[config.mk]
export PLATFORM = sky130hd
export DESIGN_NAME = first_fit_heap_allocator_core_flat
export DESIGN_NICKNAME = d
export VERILOG_FILES = /design/src/rtl/ffha_pkg.sv /design/src/rtl/ffha_req_if.sv /design/src/rtl/ffha_rsp_if.sv /design/src/rtl/ffha_cell.sv /design/src/rtl/first_fit_heap_allocator_core.sv /design/src/flat_wrapper.sv
export VERILOG_INCLUDE_DIRS = /design/src /design/src/rtl
export SDC_FILE = /design/constraint.sdc
export NUM_CORES = 2
export LEC_CHECK = 0
export ABC_CLOCK_PERIOD_IN_PS = 161900
export CORE_ASPECT_RATIO = 0.75
export CORE_MARGIN = 3
export CORE_UTILIZATION = 40
export CTS_CLUSTER_DIAMETER = 150
export CTS_CLUSTER_SIZE = 20
export DETAILED_ROUTE_END_ITERATION = 8
export DONT_BUFFER_PORTS = 1
export PLACE_DENSITY_LB_ADDON = 0.2
export SLEW_MARGIN = 15
export SYNTH_ARGS = -nofsm -noshare
export SYNTH_HDL_FRONTEND = slang
export SYNTH_SLANG_ARGS = --single-unit
[constraint.sdc]
create_clock -name clk -period 161.9 [get_ports clk]
set_clock_uncertainty 0.1 [all_clocks]
set_input_delay 0 -clock clk [delete_from_list [all_inputs] [get_ports clk]]
set_output_delay 0 -clock clk [all_outputs]
set_load 0.005 [all_outputs]
[src/rtl/first_fit_heap_allocator_core_assert.svh]
`ifndef FIRST_FIT_HEAP_ALLOCATOR_CORE_ASSERT_SVH
`define FIRST_FIT_HEAP_ALLOCATOR_CORE_ASSERT_SVH

// condition in the same cycle
`define FFHA_ASSERT_IMP(label, clk, rst_n, a, c) \
    label: assert property (@(posedge clk) disable iff (!rst_n) (a) |-> (c)) \
        else $error("ffha assertion failed");

// condition in the next cycle
`define FFHA_ASSERT_NEXT(label, clk, rst_n, a, c) \
    label: assert property (@(posedge clk) disable iff (!rst_n) (a) |=> (c)) \
        else $error("ffha assertion failed");

`endif

[src/rtl/ffha_pkg.sv]
package ffha_pkg;

    localparam int MAX_SEGMENTS = 64;
    localparam int CELLS        = MAX_SEGMENTS - 1;
    localparam int IDX_W        = $clog2(MAX_SEGMENTS);
    localparam int CNT_W        = $clog2(MAX_SEGMENTS + 1);
    localparam int SEG_W        = 17;
    localparam int BLOCK_SHIFT  = 6;
    localparam int HEADER_BYTES = 40;
    localparam int HEAP_BLOCKS  = 65536;
    localparam int NEED_W       = 33 - BLOCK_SHIFT;

    localparam logic       KIND_ALLOC = 1'b0;
    localparam logic       KIND_FREE  = 1'b1;

    localparam logic       CFG_HEAP_START = 1'b0;
    localparam logic       CFG_HEAP_END   = 1'b1;

    localparam logic [2:0] ST_OK       = 3'd0;
    localparam logic [2:0] ST_NO_FIT   = 3'd1;
    localparam logic [2:0] ST_FULL     = 3'd2;
    localparam logic [2:0] ST_NULL     = 3'd3;
    localparam logic [2:0] ST_NOT_ALLOC = 3'd4;
    localparam logic [2:0] ST_OUTSIDE  = 3'd5;

    typedef struct packed {
        logic [SEG_W-1:0] start;
        logic [SEG_W-1:0] length;
        logic             taken;
    } seg_t;

    typedef struct packed {
        logic        kind;
        logic [31:0] size_bytes;
        logic [31:0] address;
    } req_t;

    typedef struct packed {
        logic [2:0]  status;
        logic [31:0] granted_address;
        logic [16:0] granted_blocks;
    } rsp_t;

endpackage

[src/rtl/ffha_req_if.sv]
interface ffha_req_if;
    import ffha_pkg::*;

    logic valid;
    logic ready;
    req_t payload;

    modport source (output valid, output payload, input ready);
    modport sink (input valid, input payload, output ready);
endinterface

[src/rtl/ffha_rsp_if.sv]
interface ffha_rsp_if;
    import ffha_pkg::*;

    logic valid;
    logic ready;
    rsp_t payload;

    modport source (output valid, output payload, input ready);
    modport sink (input valid, input payload, output ready);
endinterface

[src/rtl/ffha_cell.sv]
module ffha_cell (
    input  logic          clk,
    input  logic          shift_en,
    input  logic          load_en,
    input  ffha_pkg::seg_t load_data,
    input  ffha_pkg::seg_t shift_in,
    output ffha_pkg::seg_t q
);
    import ffha_pkg::*;

    seg_t seg_reg;

    always_ff @(posedge clk)
    begin
        if (load_en)
        begin
            seg_reg <= load_data;
        end
        else if (shift_en)
        begin
            seg_reg <= shift_in;
        end
    end

    assign q = seg_reg;
endmodule

[src/rtl/first_fit_heap_allocator_core.sv]
// sequence: a request that changes the table runs search, decide, update and result;
//   a request that fails after the search skips the update, and a free rejected on its
//   pointer alone goes straight to the result
// throughput: one word at a time; the next word is accepted in the cycle after the result
//   is registered, which waits while the previous response is not taken
// reset: table holds one free segment over the heap (none if it is empty), built in the
//   cycle after reset or after any register write, during which no word is accepted
module first_fit_heap_allocator_core (
    input  logic        clk,
    input  logic        rst_n,
    ffha_req_if.sink    req,
    ffha_rsp_if.source  rsp,
    input  logic        cfg_we,
    input  logic        cfg_index,
    input  logic [31:0] cfg_data
);
    import ffha_pkg::*;
    `include "first_fit_heap_allocator_core_assert.svh"

    localparam logic [2:0] S_IDLE = 3'd0;
    localparam logic [2:0] S_INIT = 3'd1;
    localparam logic [2:0] S_SCAN = 3'd2;
    localparam logic [2:0] S_DEC  = 3'd3;
    localparam logic [2:0] S_MOD  = 3'd4;
    localparam logic [2:0] S_FIN  = 3'd5;

    localparam logic [IDX_W-1:0] LAST_STEP = IDX_W'(MAX_SEGMENTS - 1);

    logic [31:0]       heap_start_reg, heap_end_reg;
    logic [2:0]        state_reg, state_next;
    logic [IDX_W-1:0]  step_reg, step_next;
    logic [CNT_W-1:0]  count_reg, count_next;
    seg_t              h_reg, h_next;
    seg_t              x_reg, x_next;
    logic              xv_reg, xv_next;
    req_t              cur_reg, cur_next;
    logic [NEED_W-1:0] need_reg, need_next;
    logic [SEG_W-1:0]  blk_reg, blk_next;
    logic              found_reg, found_next;
    logic              hit_taken_reg, hit_taken_next;
    logic [IDX_W-1:0]  t_reg, t_next;
    logic [SEG_W-1:0]  fstart_reg, fstart_next;
    logic [SEG_W-1:0]  lt_reg, lt_next;
    logic [SEG_W-1:0]  lp_reg, lp_next;
    logic [SEG_W-1:0]  ln_reg, ln_next;
    logic              mp_reg, mp_next;
    logic              nf_reg, nf_next;
    logic              split_reg, split_next;
    seg_t              prev_reg, prev_next;
    rsp_t              res_reg, res_next;
    rsp_t              out_reg, out_next;
    logic              out_valid_reg, out_valid_next;

    seg_t              cell_q [CELLS];
    seg_t              e0, e1, e2;
    seg_t              init_seg;
    logic              shift_en;

    logic [31:0]       diff;
    logic [SEG_W-1:0]  hb;
    logic [32:0]       need_sum;
    logic [NEED_W-1:0] need_w;
    logic [32:0]       addr33, lo33, off33;
    logic              in_range;
    logic [SEG_W-1:0]  tail_len;
    seg_t              special;

    // heap size in blocks
    always_comb
    begin
        diff = heap_end_reg - heap_start_reg;
        if (heap_end_reg <= heap_start_reg)
        begin
            hb = '0;
        end
        else if (diff[31:BLOCK_SHIFT+16] != '0)
        begin
            hb = SEG_W'(HEAP_BLOCKS);
        end
        else
        begin
            hb = {1'b0, diff[BLOCK_SHIFT+15:BLOCK_SHIFT]};
        end
    end

    assign init_seg = '{start: '0, length: hb, taken: 1'b0};
    assign shift_en = (state_reg == S_SCAN) || (state_reg == S_MOD);

    // ring of segment cells, the controller register closes the loop
    genvar gi;
    generate
        for (gi = 0; gi < CELLS; gi++)
        begin : g_cell
            if (gi == 0)
            begin : g_head
                ffha_cell u_cell (
                    .clk      (clk),
                    .shift_en (shift_en),
                    .load_en  (1'b0),
                    .load_data(init_seg),
                    .shift_in (h_reg),
                    .q        (cell_q[gi])
                );
            end
            else if (gi == CELLS - 1)
            begin : g_tail
                ffha_cell u_cell (
                    .clk      (clk),
                    .shift_en (shift_en),
                    .load_en  (state_reg == S_INIT),
                    .load_data(init_seg),
                    .shift_in (cell_q[gi-1]),
                    .q        (cell_q[gi])
                );
            end
            else
            begin : g_mid
                ffha_cell u_cell (
                    .clk      (clk),
                    .shift_en (shift_en),
                    .load_en  (1'b0),
                    .load_data(init_seg),
                    .shift_in (cell_q[gi-1]),
                    .q        (cell_q[gi])
                );
            end
        end
    endgenerate

    assign e0 = cell_q[CELLS-1];
    assign e1 = cell_q[CELLS-2];
    assign e2 = cell_q[CELLS-3];

    assign need_sum = {1'b0, req.payload.size_bytes} + 33'(HEADER_BYTES)
                      + 33'((1 << BLOCK_SHIFT) - 1);
    assign need_w   = (need_sum[32:BLOCK_SHIFT] == '0) ? NEED_W'(1)
                                                       : need_sum[32:BLOCK_SHIFT];
    assign addr33   = {1'b0, req.payload.address};
    assign lo33     = {1'b0, heap_start_reg} + 33'(HEADER_BYTES);
    assign off33    = addr33 - lo33;
    assign in_range = {1'b0, step_reg} < count_reg;
    assign tail_len = nf_reg ? ln_reg : '0;

    always_comb
    begin
        special.start  = e0.start;
        special.length = mp_reg ? (lp_reg + lt_reg + tail_len) : (lt_reg + tail_len);
        special.taken  = 1'b0;
    end

    always_comb
    begin
        state_next     = state_reg;
        step_next      = step_reg;
        count_next     = count_reg;
        h_next         = h_reg;
        x_next         = x_reg;
        xv_next        = xv_reg;
        cur_next       = cur_reg;
        need_next      = need_reg;
        blk_next       = blk_reg;
        found_next     = found_reg;
        hit_taken_next = hit_taken_reg;
        t_next         = t_reg;
        fstart_next    = fstart_reg;
        lt_next        = lt_reg;
        lp_next        = lp_reg;
        ln_next        = ln_reg;
        mp_next        = mp_reg;
        nf_next        = nf_reg;
        split_next     = split_reg;
        prev_next      = prev_reg;
        res_next       = res_reg;
        out_next       = out_reg;
        out_valid_next = out_valid_reg;

        if (out_valid_reg && rsp.ready)
        begin
            out_valid_next = 1'b0;
        end

        unique case (state_reg)
            S_IDLE:
            begin
                if (req.valid)
                begin
                    cur_next   = req.payload;
                    need_next  = need_w;
                    blk_next   = off33[BLOCK_SHIFT+SEG_W-1:BLOCK_SHIFT];
                    step_next  = '0;
                    found_next = 1'b0;
                    state_next = S_SCAN;
                    res_next   = '0;
                    if (req.payload.kind == KIND_FREE)
                    begin
                        priority if (req.payload.address == '0)
                        begin
                            res_next.status = ST_NULL;
                            state_next      = S_FIN;
                        end
                        else if (addr33 < lo33)
                        begin
                            res_next.status = ST_OUTSIDE;
                            state_next      = S_FIN;
                        end
                        else if (off33 >= 33'({hb, BLOCK_SHIFT'(0)}))
                        begin
                            res_next.status = ST_OUTSIDE;
                            state_next      = S_FIN;
                        end
                        else if (off33[BLOCK_SHIFT-1:0] != '0)
                        begin
                            res_next.status = ST_NOT_ALLOC;
                            state_next      = S_FIN;
                        end
                        else
                        begin
                            state_next = S_SCAN;
                        end
                    end
                end
            end
            S_INIT:
            begin
                count_next = (hb != '0) ? CNT_W'(1) : '0;
                state_next = S_IDLE;
            end
            S_SCAN:
            begin
                h_next    = e0;
                prev_next = e0;
                if (!found_reg && in_range)
                begin
                    if (cur_reg.kind == KIND_ALLOC)
                    begin
                        if (!e0.taken && (NEED_W'(e0.length) >= need_reg))
                        begin
                            found_next  = 1'b1;
                            t_next      = step_reg;
                            fstart_next = e0.start;
                            lt_next     = e0.length;
                        end
                    end
                    else if (e0.start == blk_reg)
                    begin
                        found_next     = 1'b1;
                        t_next         = step_reg;
                        hit_taken_next = e0.taken;
                        lt_next        = e0.length;
                        lp_next        = prev_reg.length;
                        mp_next        = (step_reg != '0) && !prev_reg.taken;
                        ln_next        = e1.length;
                        nf_next        = (({1'b0, step_reg} + CNT_W'(1)) < count_reg)
                                         && !e1.taken;
                    end
                end
                step_next = step_reg + IDX_W'(1);
                if (step_reg == LAST_STEP)
                begin
                    state_next = S_DEC;
                end
            end
            S_DEC:
            begin
                res_next   = '0;
                xv_next    = 1'b0;
                split_next = NEED_W'(lt_reg) > need_reg;
                if (cur_reg.kind == KIND_ALLOC)
                begin
                    if (!found_reg)
                    begin
                        res_next.status = ST_NO_FIT;
                        state_next      = S_FIN;
                    end
                    else if ((NEED_W'(lt_reg) > need_reg)
                             && (count_reg == CNT_W'(MAX_SEGMENTS)))
                    begin
                        res_next.status = ST_FULL;
                        state_next      = S_FIN;
                    end
                    else
                    begin
                        res_next.status          = ST_OK;
                        res_next.granted_address = heap_start_reg
                            + 32'({fstart_reg, BLOCK_SHIFT'(0)}) + 32'(HEADER_BYTES);
                        res_next.granted_blocks  = 17'(need_reg);
                        state_next               = S_MOD;
                    end
                end
                else
                begin
                    if (!found_reg || !hit_taken_reg)
                    begin
                        res_next.status = ST_NOT_ALLOC;
                        state_next      = S_FIN;
                    end
                    else
                    begin
                        res_next.status         = ST_OK;
                        res_next.granted_blocks = lt_reg;
                        state_next              = S_MOD;
                    end
                end
            end
            S_MOD:
            begin
                if (cur_reg.kind == KIND_ALLOC)
                begin
                    if (step_reg == t_reg)
                    begin
                        h_next = '{start: e0.start, length: SEG_W'(need_reg), taken: 1'b1};
                        if (split_reg)
                        begin
                            x_next  = '{start: e0.start + SEG_W'(need_reg),
                                        length: e0.length - SEG_W'(need_reg),
                                        taken: 1'b0};
                            xv_next = 1'b1;
                        end
                    end
                    else if (xv_reg)
                    begin
                        h_next = x_reg;
                        x_next = e0;
                    end
                    else
                    begin
                        h_next = e0;
                    end
                end
                else
                begin
                    if (mp_reg)
                    begin
                        priority if (step_reg == t_reg - IDX_W'(1))
                        begin
                            h_next = special;
                        end
                        else if (step_reg >= t_reg)
                        begin
                            h_next = nf_reg ? e2 : e1;
                        end
                        else
                        begin
                            h_next = e0;
                        end
                    end
                    else
                    begin
                        priority if (step_reg == t_reg)
                        begin
                            h_next = special;
                        end
                        else if (step_reg > t_reg)
                        begin
                            h_next = nf_reg ? e1 : e0;
                        end
                        else
                        begin
                            h_next = e0;
                        end
                    end
                end
                step_next = step_reg + IDX_W'(1);
                if (step_reg == LAST_STEP)
                begin
                    if (cur_reg.kind == KIND_ALLOC)
                    begin
                        count_next = count_reg + CNT_W'(split_reg);
                    end
                    else
                    begin
                        count_next = count_reg - CNT_W'(mp_reg) - CNT_W'(nf_reg);
                    end
                    state_next = S_FIN;
                end
            end
            S_FIN:
            begin
                if (!out_valid_reg || rsp.ready)
                begin
                    out_next       = res_reg;
                    out_valid_next = 1'b1;
                    state_next     = S_IDLE;
                end
            end
            default:
            begin
                state_next = S_INIT;
            end
        endcase

        if (cfg_we)
        begin
            state_next = S_INIT;
        end
    end

    always_ff @(posedge clk or negedge rst_n)
    begin
        if (!rst_n)
        begin
            heap_start_reg <= '0;
            heap_end_reg   <= 32'd4194304;
            state_reg      <= S_INIT;
            step_reg       <= '0;
            count_reg      <= '0;
            xv_reg         <= 1'b0;
            found_reg      <= 1'b0;
            out_valid_reg  <= 1'b0;
        end
        else
        begin
            if (cfg_we)
            begin
                unique case (cfg_index)
                    CFG_HEAP_START: heap_start_reg <= cfg_data;
                    CFG_HEAP_END:   heap_end_reg   <= cfg_data;
                    default:        heap_end_reg   <= heap_end_reg;
                endcase
            end
            state_reg     <= state_next;
            step_reg      <= step_next;
            count_reg     <= count_next;
            xv_reg        <= xv_next;
            found_reg     <= found_next;
            out_valid_reg <= out_valid_next;
        end
    end

    always_ff @(posedge clk)
    begin
        h_reg         <= h_next;
        x_reg         <= x_next;
        cur_reg       <= cur_next;
        need_reg      <= need_next;
        blk_reg       <= blk_next;
        hit_taken_reg <= hit_taken_next;
        t_reg         <= t_next;
        fstart_reg    <= fstart_next;
        lt_reg        <= lt_next;
        lp_reg        <= lp_next;
        ln_reg        <= ln_next;
        mp_reg        <= mp_next;
        nf_reg        <= nf_next;
        split_reg     <= split_next;
        prev_reg      <= prev_next;
        res_reg       <= res_next;
        out_reg       <= out_next;
    end

    assign req.ready   = (state_reg == S_IDLE) && !cfg_we;
    assign rsp.valid   = out_valid_reg;
    assign rsp.payload = out_reg;

    `FFHA_ASSERT_IMP(a_count_bound, clk, rst_n, 1'b1, count_reg <= CNT_W'(MAX_SEGMENTS))
    `FFHA_ASSERT_IMP(a_scan_wrap, clk, rst_n, (state_reg == S_DEC),
                     step_reg == '0)
    `FFHA_ASSERT_NEXT(a_full_no_split, clk, rst_n,
                      (state_reg == S_MOD) && (count_reg == CNT_W'(MAX_SEGMENTS)),
                      !xv_reg)
endmodule
[src/flat_wrapper.sv]
// flat-port wrapper written by rule: the top's interface ports become plain ports
module first_fit_heap_allocator_core_flat import ffha_pkg::*;
  (clk, rst_n, cfg_we, cfg_index, cfg_data, req_valid, req_payload, req_ready, rsp_valid, rsp_payload, rsp_ready);
  ffha_req_if req_i ();
  ffha_rsp_if rsp_i ();
  input  logic clk;
  input  logic rst_n;
  input  logic cfg_we;
  input  logic cfg_index;
  input  logic [31:0] cfg_data;
  input wire logic [$bits(req_i.valid)-1:0] req_valid;
  input wire logic [$bits(req_i.payload)-1:0] req_payload;
  output wire logic [$bits(req_i.ready)-1:0] req_ready;
  output wire logic [$bits(rsp_i.valid)-1:0] rsp_valid;
  output wire logic [$bits(rsp_i.payload)-1:0] rsp_payload;
  input wire logic [$bits(rsp_i.ready)-1:0] rsp_ready;
  assign req_i.valid = req_valid;
  assign req_i.payload = req_payload;
  assign req_ready = req_i.ready;
  assign rsp_valid = rsp_i.valid;
  assign rsp_payload = rsp_i.payload;
  assign rsp_i.ready = rsp_ready;
  first_fit_heap_allocator_core u_core (.clk(clk), .rst_n(rst_n), .req(req_i), .rsp(rsp_i), .cfg_we(cfg_we), .cfg_index(cfg_index), .cfg_data(cfg_data));
endmodule
==> reports/summary.md <==
For the placed cell area, the log shows 0.09699 mm². The flow ran to the end, and the final reports show no timing, DRC or antenna violations. Mean number of vias per cell: 5.145. Setup repair after global routing left no endpoint under its margin. The tools report the worst setup slack after placement as 154410 ps. The worst setup path is launched from a flip-flop. The tree is rooted in a sky130_fd_sc_hd__clkbuf_16.

The via count came out at 43220. For the largest buffer count on any clock path, the log shows 4. The tightest min-delay check is of the in2reg type.

Clock-pin slew was measured on the worst setup and hold paths at 100 ps. Counting every sink on the clock net gives 2603. The detailed-route DRC error count was 0. Detailed placement finished with a half-perimeter wire length of 116.8 mm. The total power divided by cell area was 12.81 mW/mm²; the number of maximum-capacitance violations was 0. The synthesized netlist devotes 4.268% of its cell area to simple gates. The global-route wire length before repair is 272.8 mm.

Summing all multi-input logic gate instances after layout gives 0.01449 mm². In this run the static leakage power is 0.03370 µW. The run gives 19570 as the number of fill cells in the layout. The number of warning messages in the yosys log is 0, and the all-layer global routing usage is 15.11%. The number of enable-type register cells in the synthesized netlist was 2502; the average cell area after synthesis was 18.88 µm². The count of TritonRoute iterations in the first routing pass is 7, and the count of endpoints failing hold in the final timing report is 0. Number of design-rule violations left by the first detailed-router iteration: 5168. The final layout contains 5604 nets. Setup violations remaining at the end of the flow were counted as 0.

Buffers inserted during clock tree synthesis total 156. The largest net degree at the start of global routing is 221. TritonCTS built the clock tree. At the later pin of the worst-skew pair, clock insertion delay measures 820 ps. The register with the most flip-flops in the layout has 2135 of them. The synthesized net count is 5251, and the critical path data arrival time is 8520 ps. Ranked by total cell area, the synthesized netlist is headed by sky130_fd_sc_hd__edfxtp_1 81%, sky130_fd_sc_hd__ha_1 2.7%, sky130_fd_sc_hd__dfrtp_1 2.2%. In this run the horizontal extent of the chip is 562.6 µm. In this run, synthesis produced a sequential element count of 2603. The highest clock rate was 0.1236 GHz. The synthesized netlist devotes 1.866% of its cell area to XOR and XNOR gates. STA classifies the critical path endpoint as a flip-flop. Dividing the detail-routed wire length by the instance count gives 21.92 µm. The tools report the count of buffers added by post-CTS timing repair for setup as 0. The synthesized netlist devotes 5.090% of its cell area to compound gates.

CTS built an H-tree with a depth of 4. In this run the tool buffered the top-level ports with 0 buffer cells. Of the synthesized area, sequential elements account for 83.48%.

The largest fanout on the critical path came out at 15. Compared with the post-synthesis result, the final layout area differs by 11.44%. The worst setup path is of the reg2reg kind. The maximum resistive drop on vdd was 0.008203 mV. The initial antenna violation count came out at 7. The biggest area contributor in the post-synthesis netlist is sky130_fd_sc_hd__edfxtp_1.

The cell area that synthesis handed to floorplanning was 0.09293 mm². The tools report the final global-route overflow total as 0. Synthesis handed over a netlist of 4923 instances. For the pin with the worst max-slew slack, the measured transition is 1310 ps. From bottom edge to top edge, the die measures 423.4 µm. The logs give 40.42% for the initial cell density of the core and 184.1 mm for the total routed wirelength.

The number of library cell types mapped by synthesis was 100. The final count of pins violating max slew was 0; the via count of the first global-routing pass was 41340. Largest family of logic cells by synthesized area: compound AO/OA/AOI/OAI gates. Dividing the final minimum period by the clock period gives 4.996%.

Setup slack on the critical path of the routed design comes to 153810 ps. The mux contribution to synthesized area works out to 1.081%. Setup TNS after final layout: 0 ps.

The relative max-transition margin is 12.09%, and the area of the die is 0.2382 mm². The weighted congestion reported at the end of routability-driven placement came out at 0.8780. Most instantiated library cell after synthesis: sky130_fd_sc_hd__edfxtp_1. Number of nets with antenna violations after routing: 0. In the synthesized netlist the async set-or-reset flop fraction comes to 3.189%. The floorplan step defined a core boundary enclosing 0.2299 mm². In the synthesized netlist, the cells that appear most often are 2502 x sky130_fd_sc_hd__edfxtp_1, 307 x sky130_fd_sc_hd__nand2_1, 203 x sky130_fd_sc_hd__ha_1.

The dominant synthesized flop cell is sky130_fd_sc_hd__edfxtp_1. After synthesis, the largest area contributor takes up 80.85% of total cell area. The logs give 0.1036 mm² for the final design instance area without fill and 0.07757 mm² for the combined flip-flop and latch cell area.

The I/O pin total came out at 157. At the worst endpoint, the required time is 162340 ps. The minimum period implied by the final worst setup slack came out at 8088 ps.

Of the total synthesized cell area, the portion taken by full adders, half adders and majority gates is 3.207%. The initialized floorplan defines 152 standard-cell rows. The fraction of layout instances using a drive strength above 1 is 5.962%.
layout by cell type (no fill, tap or decap), types with 22 or more instances in the layout:
| cell | instances |
|---|---|
| sky130_fd_sc_hd__a211oi_1 | 25 |
| sky130_fd_sc_hd__a21o_1 | 49 |
| sky130_fd_sc_hd__a21oi_1 | 186 |
| sky130_fd_sc_hd__a22o_1 | 22 |
| sky130_fd_sc_hd__a31oi_1 | 29 |
| sky130_fd_sc_hd__and2_1 | 31 |
| sky130_fd_sc_hd__and3_1 | 24 |
| sky130_fd_sc_hd__buf_4 | 57 |
| sky130_fd_sc_hd__clkbuf_1 | 35 |
| sky130_fd_sc_hd__clkbuf_16 | 161 |
| sky130_fd_sc_hd__dfrtp_1 | 81 |
| sky130_fd_sc_hd__dlygate4sd3_1 | 229 |
| sky130_fd_sc_hd__edfxtp_1 | 2502 |
| sky130_fd_sc_hd__fa_1 | 22 |
| sky130_fd_sc_hd__ha_1 | 203 |
| sky130_fd_sc_hd__inv_1 | 135 |
| sky130_fd_sc_hd__mux2_2 | 35 |
| sky130_fd_sc_hd__mux2i_1 | 61 |
| sky130_fd_sc_hd__nand2_1 | 306 |
| sky130_fd_sc_hd__nand2b_1 | 37 |
| sky130_fd_sc_hd__nand3_1 | 56 |
| sky130_fd_sc_hd__nand4_1 | 39 |
| sky130_fd_sc_hd__nor2_1 | 173 |
| sky130_fd_sc_hd__nor2b_1 | 28 |
| sky130_fd_sc_hd__nor3_1 | 45 |
| sky130_fd_sc_hd__nor4_1 | 25 |
| sky130_fd_sc_hd__o211ai_1 | 34 |
| sky130_fd_sc_hd__o21a_1 | 24 |
| sky130_fd_sc_hd__o21ai_0 | 188 |
| sky130_fd_sc_hd__o22ai_1 | 25 |
| sky130_fd_sc_hd__xnor2_1 | 131 |
| sky130_fd_sc_hd__xor2_1 | 67 |
layer usage:
layer | GRT usage (%) | wire length (µm)
met1 | 25.46 | 95310
met2 | 19.65 | 72400
met3 | 2.970 | 12360
met4 | 3.497 | 4058
met5 | 0 | 13
critical path: stages, from the launching register on:
cell and delay, ps:
sky130_fd_sc_hd__dfrtp_1 440, sky130_fd_sc_hd__inv_1 90, sky130_fd_sc_hd__ha_1 330, sky130_fd_sc_hd__or2_1 270, sky130_fd_sc_hd__o311ai_4 110, sky130_fd_sc_hd__a31oi_4 180, sky130_fd_sc_hd__a31oi_2 500, sky130_fd_sc_hd__o21ai_1 190
sky130_fd_sc_hd__xor2_1 190, sky130_fd_sc_hd__nor4_1 340, sky130_fd_sc_hd__nand4_2 180, sky130_fd_sc_hd__nor4_4 490, sky130_fd_sc_hd__and2_1 570, sky130_fd_sc_hd__nand2_1 110, sky130_fd_sc_hd__ha_1 320, sky130_fd_sc_hd__a21o_1 180
sky130_fd_sc_hd__a21o_1 180, sky130_fd_sc_hd__a2111oi_2 420, sky130_fd_sc_hd__o311ai_1 260, sky130_fd_sc_hd__a221oi_1 290, sky130_fd_sc_hd__o211ai_1 140, sky130_fd_sc_hd__a2111oi_1 370, sky130_fd_sc_hd__nand3_1 130, sky130_fd_sc_hd__or4b_4 610
sky130_fd_sc_hd__o211ai_1 180, sky130_fd_sc_hd__dlygate4sd3_1 570, sky130_fd_sc_hd__o31ai_1 60
power breakdown:
| part | switching [µW] | internal, µW |
|---|---|---|
| logic | 90.0 | 43.9 |
| clock network | 203 | 182 |
| registers | 19.0 | 789 |
| total | 312 | 1010 |
per-stage QoR:
step | utilization [%] | std cells | hold WS [ps] | power (µW)
6_report | 45.04 | 8400 | 152.6 | 1327
3_3_place_gp | 42.18 | 7967 | -393.4 | 945.9
3_5_place_dp | 42.18 | 7967 | -393.6 | 946.4
5_1_grt | 45.04 | 8397 | 149.1 | 1384
4_1_cts | 45.04 | 8397 | 66.87 | 1345
2_1_floorplan | - | 4923 | -395.6 | 1022
final cells by class:
type / instances / share of cell area (%)
Sequential cell: 2603 / 74.90
Multi-Input combinational cell: 2083 / 13.99
Clock buffer: 196 / 4.017
Tap cell: 3080 / 3.721
Timing Repair Buffer: 294 / 2.796
Inverter: 138 / 0.5086
Clock inverter: 3 / 0.05316
Antenna cell: 3 / 0.007249
cell families (layout without fill, tap and decap cells):
kind of cell / after synthesis / count (layout)
compound gates: 735 / 735
xor+xnor: 198 / 198
fa+ha+maj: 225 / 225
buf+inv: 237 / 631
flops: 2603 / 2603
mux: 96 / 96
other cells: 0 / 3
simple gates: 829 / 829
final timing paths:
kind,startpoint,end,slack [ps],cells after the start
min in group asynchronous,rst_n,u_core.state_reg[0],240,3
worst min-delay path,req_payload[26],u_core.res_reg[50],150,5
worst min register to register,u_core.g_cell[2].g_mid.u_cell.q[8],u_core.g_cell[3].g_mid.u_cell.q[8],280,0
max in group asynchronous,rst_n,u_core.rsp.valid,160880,4
worst max register to register,u_core.heap_start_reg[5],u_core.res_reg[49],153810,26
worst max-delay path,u_core.heap_start_reg[5],u_core.res_reg[49],153810,26
timing repair:
item,4_1_cts,5_1_grt
hold buffers,231,0
hold endpoints to repair,256,0
resized for setup,0,0
(Power assumes the default switching activity.)
